### src/hdl/rfdrt_fifo.sv
// Two-entry word queue between front and back.
`default_nettype none
module rfdrt_fifo #(
   parameter int WIDTH = 8
) (
   input  wire logic             clock,
   input  wire logic             reset,
   input  wire logic             in_valid,
   output logic                  in_ready,
   input  wire logic [WIDTH-1:0] in_data,
   output logic                  out_valid,
   input  wire logic             out_ready,
   output logic      [WIDTH-1:0] out_data
);
   logic [WIDTH-1:0] data_ff [2];
   logic [WIDTH-1:0] data_in [2];
   logic [1:0] count_ff, count_in;
   logic push, pop;

   assign in_ready  = (count_ff != 2'd2);
   assign out_valid = (count_ff != 2'd0);
   assign out_data  = data_ff[0];
   assign push = in_valid && in_ready;
   assign pop  = out_valid && out_ready;

   always_comb begin
      data_in = data_ff;
      count_in = count_ff;
      if (pop) begin
         data_in[0] = data_ff[1];
      end
      if (push) begin
         if (count_ff == 2'd0 || (count_ff == 2'd1 && pop)) begin
            data_in[0] = in_data;
         end else if (pop) begin
            data_in[1] = in_data;
         end else begin
            data_in[1] = in_data;
         end
      end
      count_in = count_ff + {1'b0, push} - {1'b0, pop};
   end

   always_ff @(posedge clock) begin
      data_ff <= data_in;
      if (reset) begin
         count_ff <= 2'd0;
      end else begin
         count_ff <= count_in;
      end
   end
endmodule
`default_nettype wire

### config.mk
export PLATFORM = sky130hd
export DESIGN_NAME = rfdrt_fifo
export DESIGN_NICKNAME = d
export VERILOG_FILES = /design/src/hdl/rfdrt_fifo.sv
export SDC_FILE = /design/constraint.sdc
export NUM_CORES = 1
export LEC_CHECK = 0
export ABC_AREA = 1
export BUFFER_PORTS_ARGS = -buffer_cell sky130_fd_sc_hd__buf_4
export CAP_MARGIN = 20
export CORE_MARGIN = 2
export CORE_UTILIZATION = 54
export CTS_CLUSTER_SIZE = 24
export DETAILED_ROUTE_END_ITERATION = 12
export PLACE_DENSITY_LB_ADDON = 0.15
export SLEW_MARGIN = 15
export SYNTH_ARGS = -nofsm -noshare
export SYNTH_HDL_FRONTEND = slang
export SYNTH_SLANG_ARGS = --single-unit
### constraint.sdc
create_clock -name clock -period 5.04 [get_ports clock]
set_clock_uncertainty 0.15 [all_clocks]
set_input_delay 1.512 -clock clock [delete_from_list [all_inputs] [get_ports clock]]
set_output_delay 1.512 -clock clock [all_outputs]
set_load 0.01 [all_outputs]
==> impl_metrics.env <==
export IMPL_status="finished clean"
export IMPL_drt_total_wl_um=1440
export IMPL_drtIter0Drc=7
export IMPL_num_rows=14
export IMPL_clk_latency_ns=0.28
export IMPL_leakage_nw=0.531
export IMPL_worstSetupPathType="primary input to flop"
export IMPL_root_buffer="clkbuf_4"
export IMPL_worstMarginPinSlew_ns=0.690
export IMPL_dp_hpwl_um=1040
export IMPL_top_usage_layer="met2"
export IMPL_numCtsBuffers=3
export IMPL_cp_start_kind="primary input"
export IMPL_min_period_ns=2.90
export IMPL_ios=22
export IMPL_cts_setup_buffers=0
export IMPL_die_area_um2=1910
export IMPL_path_max_fanout=11
export IMPL_multiInputGateArea_um2=255
export IMPL_grt_antenna_before_repair=0
export IMPL_clock_sinks=18
export IMPL_start_util_pct=57.1
export IMPL_setup_slack_ns=2.14
export IMPL_met3_usage_pct=3.33
export IMPL_place_ws_ns=1.80
export IMPL_cp_common_cell="nand2_1"
export IMPL_htreeDepth=1
export IMPL_drc=0
export IMPL_die_w_um=43.7
export IMPL_layout_common_cells="nand2_1 (40), inv_1 (22), buf_4 (21), dfxtp_1 (10), nand3_1 (9)"
export IMPL_report_final_slew_viol_count=0
export IMPL_cts_tree="yes"
export IMPL_core_area_um2=1490
export IMPL_dieHeight_um=43.7
export IMPL_ys_warn_count=0
export IMPL_ys_ff_latch=18
export IMPL_crit_buf_inv=3
export IMPL_port_buffers=21
export IMPL_final_nets=139
export IMPL_critical_path_max_stage_delay_ns=0.54
export IMPL_n_antenna_cell=0
export IMPL_gp_congestion=0.804
export IMPL_route_detailed_wl_per_inst_um=10.3
export IMPL_max_cap_violations=0
export IMPL_grt_pass1_vias=641
export IMPL_finalCritPeriodShare_pct=57.6
export IMPL_hold_path_class="flop to flop"
export IMPL_syn_area_per_cell_um2=7.79
export IMPL_path_cells="buf_4, inv_1, nor2_1, xnor2_1, ha_1, inv_1, nand2_1, nand2_1, nand3_1, nand2_1, nor2_1"
export IMPL_endpoint_kind="flop"
export IMPL_grt_pass1_wl_um=2520
export IMPL_syn_num_nets=122
export IMPL_num_vias=646
export IMPL_cts_resized=0
export IMPL_slew_headroom_pct=53.8
export IMPL_setup_violations_final=0
export IMPL_grt_use_met2_pct=29.4
export IMPL_area_delta_synth_final_pct=15.6
export IMPL_layout_drive_gt1_share_pct=21.0
export IMPL_grt_max_degree=12
export IMPL_clockBufferDepth=2
export IMPL_powerDensity_nw_per_um2=594
export IMPL_clk_pin_slew_ns=0.10
export IMPL_timing_setup_tns_ns=0
export IMPL_netlist_area_um2=850
export IMPL_crit_required_ns=5.08
export IMPL_grt_util_all_layers_pct=17.9
export IMPL_rsz0062_at_grt="false"
export IMPL_global_route_usage_met1_pct=22.3
export IMPL_max_clock_freq_ghz=0.344
export IMPL_seqCellArea_um2=440
export IMPL_synth_cell_types=13
export IMPL_cp_arrival_ns=2.94
export IMPL_ctsHoldBuffers=0
export IMPL_hold_viol=0
export IMPL_antenna_left=0
export IMPL_syn_inst=109
export IMPL_ys_seq_area_share_pct=51.8
export IMPL_peakVddDrop_v=0.000276
export IMPL_fill_cells=132
export IMPL_crit_slowest_cell="nor2_1"
export IMPL_grt_overflow=0
export IMPL_viasPerCell=4.61
export IMPL_layout_commonest_cell="nand2_1"
export IMPL_firstDrtPassIters=4
export IMPL_critPathTopFamily="simple AND/OR/NAND/NOR gates"
==> cells in the mapped netlist <==
cell type,count,area [µm²]
nand3_1,9,45.0
ha_1,1,12.5
clkinv_1,1,3.75
a21oi_1,1,5.00
nand2_1,40,150
a21oi_2,1,8.76
xnor2_1,1,8.76
nor2_1,5,18.8
edfxtp_1,8,240
dfxtp_1,10,200
buf_4,9,67.6
inv_1,22,82.6
nand2_2,1,6.26
==> final timing paths <==
| check | startpoint | end | slack, ns | cells past startpoint |
|---|---|---|---|---|
| setup reg to reg | count_ff[1] | count_ff[1] | 3.03 | 10 |
| hold / removal | out_data[3] | out_data[3] | 0.41 | 4 |
| hold reg to reg | out_data[3] | out_data[3] | 0.41 | 4 |
| setup / recovery | out_ready | count_ff[1] | 2.14 | 11 |
==> power breakdown <==
| group | switching (mW) | internal, mW | leakage [nW] | total [mW] |
|---|---|---|---|---|
| Combinational | 0.155 | 0.119 | 0.360 | 0.274 |
| Clock | 0.0412 | 0.0278 | 0.0138 | 0.0690 |
| Sequential | 0.0286 | 0.212 | 0.157 | 0.240 |
| Total | 0.225 | 0.358 | 0.531 | 0.583 |
==> sequential cells by signal (all words and copies together) (netlist names) <==
| signal | cells |
|---|---|
| out_data | 8 |
| data_ff | 8 |
| count_ff | 2 |
==> final cells by class <==
cell class | count | share of cell area [%]
clock buffer | 3 | 2.29
multi-input combinational | 59 | 26.0
tap | 16 | 2.04
timing repair buffer | 21 | 16.1
sequential | 18 | 44.8
inverter | 23 | 8.79
==> per-layer routing <==
layer	part of all wire, %	vias to the layer above	routed length (µm)
li1	-	346	-
met2	50	17	719
met3	5.6	4	81
met1	43	279	616
met4	1.8	0	26
met5	0	-	0
==> logic make-up after synthesis <==
family,Yosys count,share of synthesized area [%]
buffers and inverters,32,18.1
XOR/XNOR,1,1.03
AND/OR/NAND/NOR,55,25.9
AO/OA/AOI/OAI,2,1.62
adder cells (fa/ha/maj),1,1.47
flip-flops,18,51.8
==> tightest hold or removal path, delay by kind of cell (launching register included) <==
kind | cells | cell delay (ns)
DFF | 1 | 0.32
buffers and inverters | 1 | 0.05
and+or+nand+nor | 3 | 0.15
==> metrics by stage <==
stage / cell area, µm² / util [%] / hold WS, ns / power (mW) / std cells
after floorplan: 850 / - / 0.366 / 0.459 / 109
after global placement: 960 / 64.5 / 0.378 / 0.512 / 137
after detailed placement: 960 / 64.5 / 0.391 / 0.520 / 137
after CTS: 982 / 66.0 / 0.411 / 0.590 / 140
after global routing: 982 / 66.0 / 0.453 / 0.644 / 140
final: 982 / 66.0 / 0.408 / 0.583 / 140
Power figures use the tool's default switching activity.
